File: config.mk
export PLATFORM = sky130hd
export DESIGN_NAME = interval_step_sequencer
export DESIGN_NICKNAME = d
export VERILOG_FILES = /design/src/rtl/isseq_pkg.sv /design/src/rtl/isseq_table.sv /design/src/rtl/isseq_core.sv /design/src/rtl/interval_step_sequencer.sv
export SDC_FILE = /design/constraint.sdc
export NUM_CORES = 2
export LEC_CHECK = 0
export ABC_AREA = 1
export BUFFER_PORTS_ARGS = -buffer_cell sky130_fd_sc_hd__clkbuf_2
export CAP_MARGIN = 20
export CORE_UTILIZATION = 60
export DETAILED_ROUTE_END_ITERATION = 12
export PLACE_DENSITY = 0.8
export SYNTH_ARGS = -nofsm -noshare
export SYNTH_HDL_FRONTEND = slang
export SYNTH_SLANG_ARGS = --single-unit
File: constraint.sdc
create_clock -name i_clk -period 9.96 [get_ports i_clk]
set_clock_uncertainty 0.2 [all_clocks]
set_input_delay 1.992 -clock i_clk [delete_from_list [all_inputs] [get_ports i_clk]]
set_output_delay 1.992 -clock i_clk [all_outputs]
set_load 0.02 [all_outputs]
File: src/rtl/isseq_pkg.sv
// ----------------------------------------------------------------------------
// isseq_pkg
// Types, codes and constants shared by the interval step sequencer.
// ----------------------------------------------------------------------------
package isseq_pkg;

    localparam int MAX_STEPS_DEF = 32;
    localparam logic [4:0] MAX_WALK = 5'd31;

    localparam logic [2:0] REQ_LOAD   = 3'd0;
    localparam logic [2:0] REQ_START  = 3'd1;
    localparam logic [2:0] REQ_TICK   = 3'd2;
    localparam logic [2:0] REQ_MANUAL = 3'd3;
    localparam logic [2:0] REQ_STATUS = 3'd4;

    localparam logic [2:0] EV_STARTED      = 3'd0;
    localparam logic [2:0] EV_COMPLETED    = 3'd1;
    localparam logic [2:0] EV_LOOPED       = 3'd2;
    localparam logic [2:0] EV_REP_DONE     = 3'd3;
    localparam logic [2:0] EV_WORKOUT_DONE = 3'd4;
    localparam logic [2:0] EV_STATUS       = 3'd5;

    localparam logic [1:0] KIND_TIME   = 2'd0;
    localparam logic [1:0] KIND_DIST   = 2'd1;
    localparam logic [1:0] KIND_OPEN   = 2'd2;
    localparam logic [1:0] KIND_MARKER = 2'd3;

    typedef struct packed {
        logic [2:0]  req_type;
        logic [4:0]  load_index;
        logic [1:0]  step_kind;
        logic [31:0] step_value;
        logic [15:0] step_repeat;
        logic [31:0] now_ms;
        logic [31:0] distance_cm;
    } t_in;

    typedef struct packed {
        logic [2:0]  event_kind;
        logic [4:0]  event_step;
        logic [15:0] iterations_left;
        logic [31:0] elapsed_ms;
        logic [31:0] remaining_ms;
        logic        running;
        logic        last;
    } t_out;

    typedef struct packed {
        logic [1:0]  kind;
        logic [31:0] value;
        logic [15:0] repeat_cnt;
    } t_entry;

    typedef enum logic [2:0] {
        S_IDLE,
        S_START,
        S_CUR_RD,
        S_CUR_CHK,
        S_WALK_TEST,
        S_WALK_CHK
    } t_state;

endpackage

File: src/rtl/isseq_table.sv
// ----------------------------------------------------------------------------
// isseq_table
// Step table: one write port, one registered read port.
// ----------------------------------------------------------------------------
module isseq_table #(
    parameter int MAX_STEPS = isseq_pkg::MAX_STEPS_DEF,
    parameter int IW        = $clog2(MAX_STEPS)
) (
    input  logic              i_clk,
    input  logic              i_wr_en,
    input  logic [IW-1:0]     i_wr_addr,
    input  isseq_pkg::t_entry i_wr_data,
    input  logic [IW-1:0]     i_rd_addr,
    output isseq_pkg::t_entry o_rd_data
);
    import isseq_pkg::*;

    t_entry r_mem [MAX_STEPS];
    t_entry r_rd;

    always_ff @(posedge i_clk) begin
        if (i_wr_en) begin
            r_mem[i_wr_addr] <= i_wr_data;
        end
        r_rd <= r_mem[i_rd_addr];
    end

    assign o_rd_data = r_rd;

endmodule

File: src/rtl/isseq_core.sv
// ----------------------------------------------------------------------------
// isseq_core
// Request sequencer: decodes a request, reads the table, checks step end
// and walks repeat markers one table read at a time.
// ----------------------------------------------------------------------------
module isseq_core #(
    parameter int MAX_STEPS = isseq_pkg::MAX_STEPS_DEF,
    parameter int IW        = $clog2(MAX_STEPS)
) (
    input  logic              i_clk,
    input  logic              i_rst_n,
    input  logic              i_in_valid,
    output logic              o_in_ready,
    input  isseq_pkg::t_in    i_in,
    input  logic [5:0]        i_step_count,
    input  logic              i_out_free,
    output logic              o_emit,
    output isseq_pkg::t_out   o_ev,
    output logic              o_wr_en,
    output logic [IW-1:0]     o_wr_addr,
    output isseq_pkg::t_entry o_wr_data,
    output logic [IW-1:0]     o_rd_addr,
    input  isseq_pkg::t_entry i_rd_data
);
    import isseq_pkg::*;

    t_state r_state, n_state;
    t_in    r_req;
    logic [IW-1:0] r_cur, n_cur;
    logic [31:0]   r_t0, n_t0, r_d0, n_d0;
    logic          r_act, n_act;
    logic [IW-1:0] r_mark, n_mark;
    logic [15:0]   r_loops, n_loops;
    logic          r_started, n_started, r_done, n_done;
    logic [31:0]   r_next, n_next;
    logic [4:0]    r_walked, n_walked;
    logic [31:0]   r_el, n_el, r_dd, n_dd;

    logic [7:0]  w_cnt, w_ld, w_cur8, w_nxt8;
    logic        w_acc, w_run, w_tdone, w_in_range;
    logic [15:0] w_base, w_dec;

    assign w_cnt  = (8'(i_step_count) < 8'(MAX_STEPS)) ? 8'(i_step_count) : 8'(MAX_STEPS);
    assign w_ld   = 8'(i_in.load_index);
    assign w_cur8 = 8'(r_cur);
    assign w_nxt8 = 8'(r_next[IW-1:0]);
    assign w_acc  = i_in_valid && o_in_ready;
    assign w_run  = r_started && !r_done;
    assign w_in_range = r_next < 32'(w_cnt);

    assign o_in_ready = (r_state == S_IDLE);
    assign o_wr_en    = w_acc && (i_in.req_type == REQ_LOAD) && (w_ld < 8'(MAX_STEPS));
    assign o_wr_addr  = w_ld[IW-1:0];
    assign o_wr_data  = '{kind: i_in.step_kind, value: i_in.step_value,
                          repeat_cnt: i_in.step_repeat};
    assign o_rd_addr  = (r_state == S_WALK_TEST || r_state == S_WALK_CHK)
                        ? r_next[IW-1:0] : r_cur;

    // step end test on a tick
    always_comb begin
        case (i_rd_data.kind)
            KIND_TIME: w_tdone = r_el >= i_rd_data.value;
            KIND_DIST: w_tdone = r_dd >= i_rd_data.value;
            default:   w_tdone = 1'b0;
        endcase
    end

    assign w_base = (r_act && r_mark == r_next[IW-1:0]) ? r_loops :
                    ((i_rd_data.repeat_cnt != 16'd0) ? i_rd_data.repeat_cnt : 16'd1);
    assign w_dec  = w_base - 16'd1;

    // next state
    always_comb begin
        n_state = r_state;
        case (r_state)
            S_IDLE: begin
                if (w_acc) begin
                    case (i_in.req_type)
                        REQ_START:  n_state = S_START;
                        REQ_TICK, REQ_MANUAL, REQ_STATUS: n_state = S_CUR_RD;
                        default:    n_state = S_IDLE;
                    endcase
                end
            end
            S_START: begin
                if (i_out_free) n_state = S_IDLE;
            end
            S_CUR_RD: n_state = S_CUR_CHK;
            S_CUR_CHK: begin
                if (r_req.req_type == REQ_STATUS) begin
                    if (i_out_free) n_state = S_IDLE;
                end else if (!w_run) begin
                    n_state = S_IDLE;
                end else if (r_req.req_type == REQ_MANUAL || w_tdone) begin
                    if (i_out_free) n_state = S_WALK_TEST;
                end else begin
                    n_state = S_IDLE;
                end
            end
            S_WALK_TEST: begin
                if (!w_in_range) begin
                    if (i_out_free) n_state = S_IDLE;
                end else begin
                    n_state = S_WALK_CHK;
                end
            end
            S_WALK_CHK: begin
                if (i_out_free) begin
                    if (i_rd_data.kind != KIND_MARKER || r_walked == MAX_WALK) begin
                        n_state = S_IDLE;
                    end else begin
                        n_state = S_WALK_TEST;
                    end
                end
            end
            default: n_state = S_IDLE;
        endcase
    end

    // datapath and events
    always_comb begin
        n_cur = r_cur; n_t0 = r_t0; n_d0 = r_d0;
        n_act = r_act; n_mark = r_mark; n_loops = r_loops;
        n_started = r_started; n_done = r_done;
        n_next = r_next; n_walked = r_walked;
        n_el = r_req.now_ms - r_t0;
        n_dd = r_req.distance_cm - r_d0;
        o_emit = 1'b0;
        o_ev = '0;
        case (r_state)
            S_START: begin
                if (i_out_free) begin
                    o_emit = 1'b1;
                    o_ev.last = 1'b1;
                    n_act = 1'b0; n_loops = '0; n_started = 1'b1; n_cur = '0;
                    if (w_cnt == 8'd0) begin
                        n_done = 1'b1;
                        o_ev.event_kind = EV_WORKOUT_DONE;
                    end else begin
                        n_done = 1'b0;
                        n_t0 = r_req.now_ms;
                        n_d0 = r_req.distance_cm;
                        o_ev.event_kind = EV_STARTED;
                    end
                end
            end
            S_CUR_CHK: begin
                if (r_req.req_type == REQ_STATUS) begin
                    o_emit = i_out_free;
                    o_ev.event_kind = EV_STATUS;
                    o_ev.iterations_left = r_act ? r_loops : 16'd0;
                    o_ev.running = w_run;
                    o_ev.last = 1'b1;
                    if (w_run) begin
                        o_ev.event_step = w_cur8[4:0];
                        o_ev.elapsed_ms = r_el;
                        if (i_rd_data.kind == KIND_TIME && r_el < i_rd_data.value) begin
                            o_ev.remaining_ms = i_rd_data.value - r_el;
                        end
                    end
                end else if (w_run && (r_req.req_type == REQ_MANUAL || w_tdone)) begin
                    o_emit = i_out_free;
                    o_ev.event_kind = EV_COMPLETED;
                    o_ev.event_step = w_cur8[4:0];
                    n_next = 32'(w_cur8) + 32'd1;
                    n_walked = '0;
                end
            end
            S_WALK_TEST: begin
                if (!w_in_range && i_out_free) begin
                    o_emit = 1'b1;
                    o_ev.event_kind = EV_WORKOUT_DONE;
                    o_ev.last = 1'b1;
                    n_done = 1'b1;
                end
            end
            S_WALK_CHK: begin
                if (i_out_free) begin
                    o_emit = 1'b1;
                    if (i_rd_data.kind != KIND_MARKER) begin
                        o_ev.event_kind = EV_STARTED;
                        o_ev.event_step = w_nxt8[4:0];
                        o_ev.last = 1'b1;
                        n_cur = r_next[IW-1:0];
                        n_t0 = r_req.now_ms;
                        n_d0 = r_req.distance_cm;
                    end else if (r_walked == MAX_WALK) begin
                        // runaway chain: give up and finish
                        o_ev.event_kind = EV_WORKOUT_DONE;
                        o_ev.last = 1'b1;
                        n_done = 1'b1;
                    end else begin
                        n_walked = r_walked + 5'd1;
                        o_ev.event_step = w_nxt8[4:0];
                        if (w_dec != 16'd0) begin
                            n_act = 1'b1;
                            n_mark = r_next[IW-1:0];
                            n_loops = w_dec;
                            o_ev.event_kind = EV_LOOPED;
                            o_ev.iterations_left = w_dec;
                            n_next = i_rd_data.value;
                        end else begin
                            n_act = 1'b0;
                            n_loops = w_dec;
                            o_ev.event_kind = EV_REP_DONE;
                            n_next = r_next + 32'd1;
                        end
                    end
                end
            end
            default: ;
        endcase
    end

    always_ff @(posedge i_clk) begin
        if (!i_rst_n) begin
            r_state   <= S_IDLE;
            r_cur     <= '0;
            r_t0      <= '0;
            r_d0      <= '0;
            r_act     <= 1'b0;
            r_mark    <= '0;
            r_loops   <= '0;
            r_started <= 1'b0;
            r_done    <= 1'b0;
            r_next    <= '0;
            r_walked  <= '0;
        end else begin
            r_state   <= n_state;
            r_cur     <= n_cur;
            r_t0      <= n_t0;
            r_d0      <= n_d0;
            r_act     <= n_act;
            r_mark    <= n_mark;
            r_loops   <= n_loops;
            r_started <= n_started;
            r_done    <= n_done;
            r_next    <= n_next;
            r_walked  <= n_walked;
        end
    end

    always_ff @(posedge i_clk) begin
        if (w_acc) begin
            r_req <= i_in;
        end
        if (r_state == S_CUR_RD) begin
            r_el <= n_el;
            r_dd <= n_dd;
        end
    end

endmodule

File: src/rtl/interval_step_sequencer.sv
// ----------------------------------------------------------------------------
// interval_step_sequencer
// Runs a loaded program of timed, distance, open and repeat-marker steps.
// ----------------------------------------------------------------------------
// One request is handled at a time; in_ready is low while it is in work.
// A load or unknown request is done in S_IDLE, a start in S_START, a tick
// or status query in S_CUR_RD then S_CUR_CHK; emitting states wait on a
// stalled output. A step that ends walks S_WALK_TEST and S_WALK_CHK for
// each table entry after it (each repeat marker and the step entered),
// and ends the workout past the program end. It is bounded by the single
// table read port and one event per cycle into the output if not stalled
module interval_step_sequencer #(
    parameter int MAX_STEPS = isseq_pkg::MAX_STEPS_DEF
) (
    input  logic            i_clk,
    input  logic            i_rst_n,
    input  logic            i_in_valid,
    output logic            o_in_ready,
    input  isseq_pkg::t_in  i_in,
    output logic            o_out_valid,
    input  logic            i_out_ready,
    output isseq_pkg::t_out o_out,
    input  logic            i_cfg_valid,
    output logic            o_cfg_ready,
    input  logic [5:0]      i_cfg_data
);
    import isseq_pkg::*;

    localparam int IW = $clog2(MAX_STEPS);

    logic [5:0]    r_step_count;
    logic          r_ovalid;
    t_out          r_out;
    logic          w_emit, w_free, w_wr_en;
    t_out          w_ev;
    logic [IW-1:0] w_wr_addr, w_rd_addr;
    t_entry        w_wr_data, w_rd_data;

    assign o_cfg_ready = 1'b1;
    assign w_free      = !r_ovalid || i_out_ready;
    assign o_out_valid = r_ovalid;
    assign o_out       = r_out;

    always_ff @(posedge i_clk) begin
        if (!i_rst_n) begin
            r_step_count <= '0;
            r_ovalid     <= 1'b0;
        end else begin
            if (i_cfg_valid) r_step_count <= i_cfg_data;
            if (w_emit) begin
                r_ovalid <= 1'b1;
            end else if (i_out_ready) begin
                r_ovalid <= 1'b0;
            end
        end
    end

    always_ff @(posedge i_clk) begin
        if (w_emit) r_out <= w_ev;
    end

    isseq_core #(.MAX_STEPS(MAX_STEPS), .IW(IW)) u_core (
        .i_clk        (i_clk),
        .i_rst_n      (i_rst_n),
        .i_in_valid   (i_in_valid),
        .o_in_ready   (o_in_ready),
        .i_in         (i_in),
        .i_step_count (r_step_count),
        .i_out_free   (w_free),
        .o_emit       (w_emit),
        .o_ev         (w_ev),
        .o_wr_en      (w_wr_en),
        .o_wr_addr    (w_wr_addr),
        .o_wr_data    (w_wr_data),
        .o_rd_addr    (w_rd_addr),
        .i_rd_data    (w_rd_data)
    );

    isseq_table #(.MAX_STEPS(MAX_STEPS), .IW(IW)) u_table (
        .i_clk     (i_clk),
        .i_wr_en   (w_wr_en),
        .i_wr_addr (w_wr_addr),
        .i_wr_data (w_wr_data),
        .i_rd_addr (w_rd_addr),
        .o_rd_data (w_rd_data)
    );

endmodule

==> impl_metrics.json <==
{
  "cts_sinks": 2011,
  "power.internal_mw": 14.0,
  "final_cell_area_mm2": 0.0925,
  "fillers": 9332,
  "synth_edf_count": 1821,
  "syn_nets": 7071,
  "fp.coreArea_mm2": 0.137,
  "synth-seq-cells": 2011,
  "finalHoldViolations": 0,
  "cts_buffers": 193,
  "grt_overflow_total": 0,
  "combPwrFrac_pct": 9.9,
  "synth_cell_types": 53,
  "rr_worst_depth": 12,
  "synth.avg_cell_area_um2": 12.2,
  "first_pass_iters": 7,
  "chipHeight_um": 374,
  "highest_layer": "met5",
  "rsz0062_at_grt": "no",
  "p_switching_mw": 4.69,
  "fmax_mhz": 172,
  "async_flop_share_pct": 0,
  "max-cap-violations": 0,
  "wl_met3_mm": 28.6,
  "tightestPinTransition_ns": 1.14,
  "p_total_mw": 18.7,
  "cts_hold_buf": 0,
  "fin_util_pct": 67.3,
  "antenna_found_initial": 15,
  "totalWireLength_mm": 228,
  "status": "complete, no violations",
  "hold_depth": 2,
  "setup-violations-final": 0,
  "areaGrowthSynthToFinish_pct": 11.2,
  "p_sw_share_pct": 25.1,
  "fin_crit_ns": 5.81,
  "place_inst": 8489,
  "dp_hpwl_mm": 133,
  "worst_path_most_repeated_cell": "buf_4",
  "dpl_cell_area_mm2": 0.0861,
  "yosysWarnings": 0,
  "grt_util_all_layers_pct": 31.9,
  "slew_viol_final": 0,
  "layout.nets": 7165,
  "cp_slowest_cell": "nor2_4",
  "mostFrequentLayoutCells": "edfxtp_1, nor2_1, o21ai_0, nand2_1, inv_1",
  "required_ns": 10.16,
  "clkTransAtPathRegs_ns": 0.06,
  "final_common_cell": "edfxtp_1",
  "synth_cells": 6798,
  "wl_met1_mm": 84.6,
  "cp.depth": 7,
  "wl_met2_mm": 106,
  "synth_flop_cell": "edfxtp_1",
  "startpoint_type": "primary input",
  "leakagePower_nw": 31.2,
  "fp-row-count": 136,
  "grt_pass1_vias": 54619,
  "cts-root-buf": "clkbuf_16",
  "hold_path_class": "reg -> reg",
  "ant_nets": 0,
  "post_cts_resized": 0,
  "clkPwrFrac_pct": 39.2,
  "die_x_um": 374,
  "grt_max_degree": 205,
  "gp_congestion": 0.945,
  "synth-seq-area-share_pct": 70.3,
  "crit_family": "simple AND/OR/NAND/NOR gates",
  "grt_pass1_wl_mm": 337,
  "start_util_pct": 60.5,
  "synth_area_mm2": 0.0832,
  "crit_chain": "clkbuf_2 > or2_2 > nor4_2 > buf_4 > nand3_1 > nor2_4 > buf_4",
  "layout.cells.non_filler": 8853,
  "crit_path_end_kind": "flop",
  "drive_above_1_share_pct": 9.53,
  "initialDrtViolationCount": 8756,
  "io_pins": 226,
  "clkLatencyLatePin_ns": 0.86,
  "ir_drop_uv": 177,
  "num_vias": 57767,
  "die_area_mm2": 0.140,
  "slowest_delay_ns": 0.95,
  "critPathMaxFanout": 30,
  "powerDensity_mw_per_mm2": 202,
  "drc": 0,
  "port_buffers": 224,
  "clock_path_buffers": 3,
  "worst-path-buf-inv": 3,
  "setup_tns_ns": 0,
  "worstPathArrival_ns": 6.02,
  "timing.final.crit_share_pct": 58.4,
  "seqPwrFrac_pct": 50.9,
  "avgViaCountPerCell": 6.53,
  "worstSetupPathType": "in -> reg",
  "cts_tree": "built",
  "slew-limit-headroom_pct": 23.4,
  "cts_setup_buffers": 0,
  "htree_levels": 4,
  "wire_per_inst_um": 25.8
}
[registers in the layout, summed over array words and instances, names as in the netlist]
signal             flops
u_table.r_mem       1600
o_out                 90
u_core.r_req          67
u_table.o_rd_data     50
u_core.r_d0           32
u_core.r_dd           32
u_core.r_el           32
u_core.r_next         32
u_core.r_t0           32
u_core.r_loops        16
r_step_count           6
u_core.r_cur           5
u_core.r_mark          5
u_core.r_walked        5
u_core.r_state         3
o_out_valid            1
u_core.r_act           1
u_core.r_done          1
u_core.r_started       1
[worst register-to-register path: cells and delay by family (launching register included)]
kind	cells	cell delay [ns]
buffers and inverters	5	2.38
and+or+nand+nor	1	0.31
DFF	1	0.39
AOI/OAI and AO/OA	6	1.78
[final timing paths]
kind         slack [ns]                           start                         endpoint
min                0.26     u_core.r_d0[8]$_SDFFE_PN0P_      u_core.r_d0[8]$_SDFFE_PN0P_
max reg2reg        4.75  u_core.r_state[2]$_SDFFE_PN0P_    u_table.o_rd_data[11]$_DFF_P_
max                4.15                       i_in[119]  u_table.r_mem[10][36]$_DFFE_PP_
min reg2reg        0.26     u_core.r_d0[8]$_SDFFE_PN0P_      u_core.r_d0[8]$_SDFFE_PN0P_
[layout make-up]
type / count / area, um2 / area share (%)
inverter: 381 / 1450 / 1.57
clock inverter: 110 / 1210 / 1.30
tap: 1794 / 2240 / 2.43
timing repair buffer: 300 / 1860 / 2.01
sequential: 2011 / 58500 / 63.2
antenna: 4 / 10.0 / 0.0108
clock buffer: 248 / 5190 / 5.61
multi-input combinational: 4005 / 22100 / 23.9
[routing by layer]
metal / global-route usage, % / up-vias
met2: 49.5 / 3907
met4: 13.0 / 18
met3: 7.40 / 568
met5: 0 / -
met1: 43.8 / 27923
li1: - / 25351
[synthesized netlist by cell type, types with 105 or more instances]
cell      number  area share [%]
a21oi_1      281             1.7
o221ai_1     318             3.3
a31oi_1      105            0.79
edfxtp_1    1821              66
nor2_1      1050             4.7
dfxtp_1      190             4.6
nand3_1      192             1.2
ha_1         137             2.1
o21ai_0      986             5.9
inv_1        360             1.6
nand2_1      435             2.0
clkbuf_1     373             1.7
[cells by family (layout without fill, tap and decap cells)]
group,after synthesis,count (layout),share of synthesized area (%)
compound gates,1944,1944,13.9
xor+xnor,105,105,1.10
fa+ha+maj,140,140,2.13
buf+inv,782,1039,3.60
flops,2011,2011,70.3
other cells,1,5,0.00450
simple gates,1815,1815,8.95
[power groups by stage]
stage                     clock network (mW)  registers (mW)  logic [mW]
after floorplan                            0            9.59        1.13
after global placement                     0            9.67        1.74
after detailed placement                   0            9.68        1.79
after CTS                               7.34            9.50        1.81
after global routing                    7.66            9.51        2.01
final                                   7.32            9.51        1.86
[through the flow]
step / hold slack (ns) / worst slack, ns
final: 0.260 / 4.15
after floorplan: 0.233 / 2.55
after global placement: 0.243 / 3.62
after global routing: 0.271 / 4.16
after CTS: 0.259 / 4.38
after detailed placement: 0.251 / 3.59
Power figures use the tool's default switching activity.
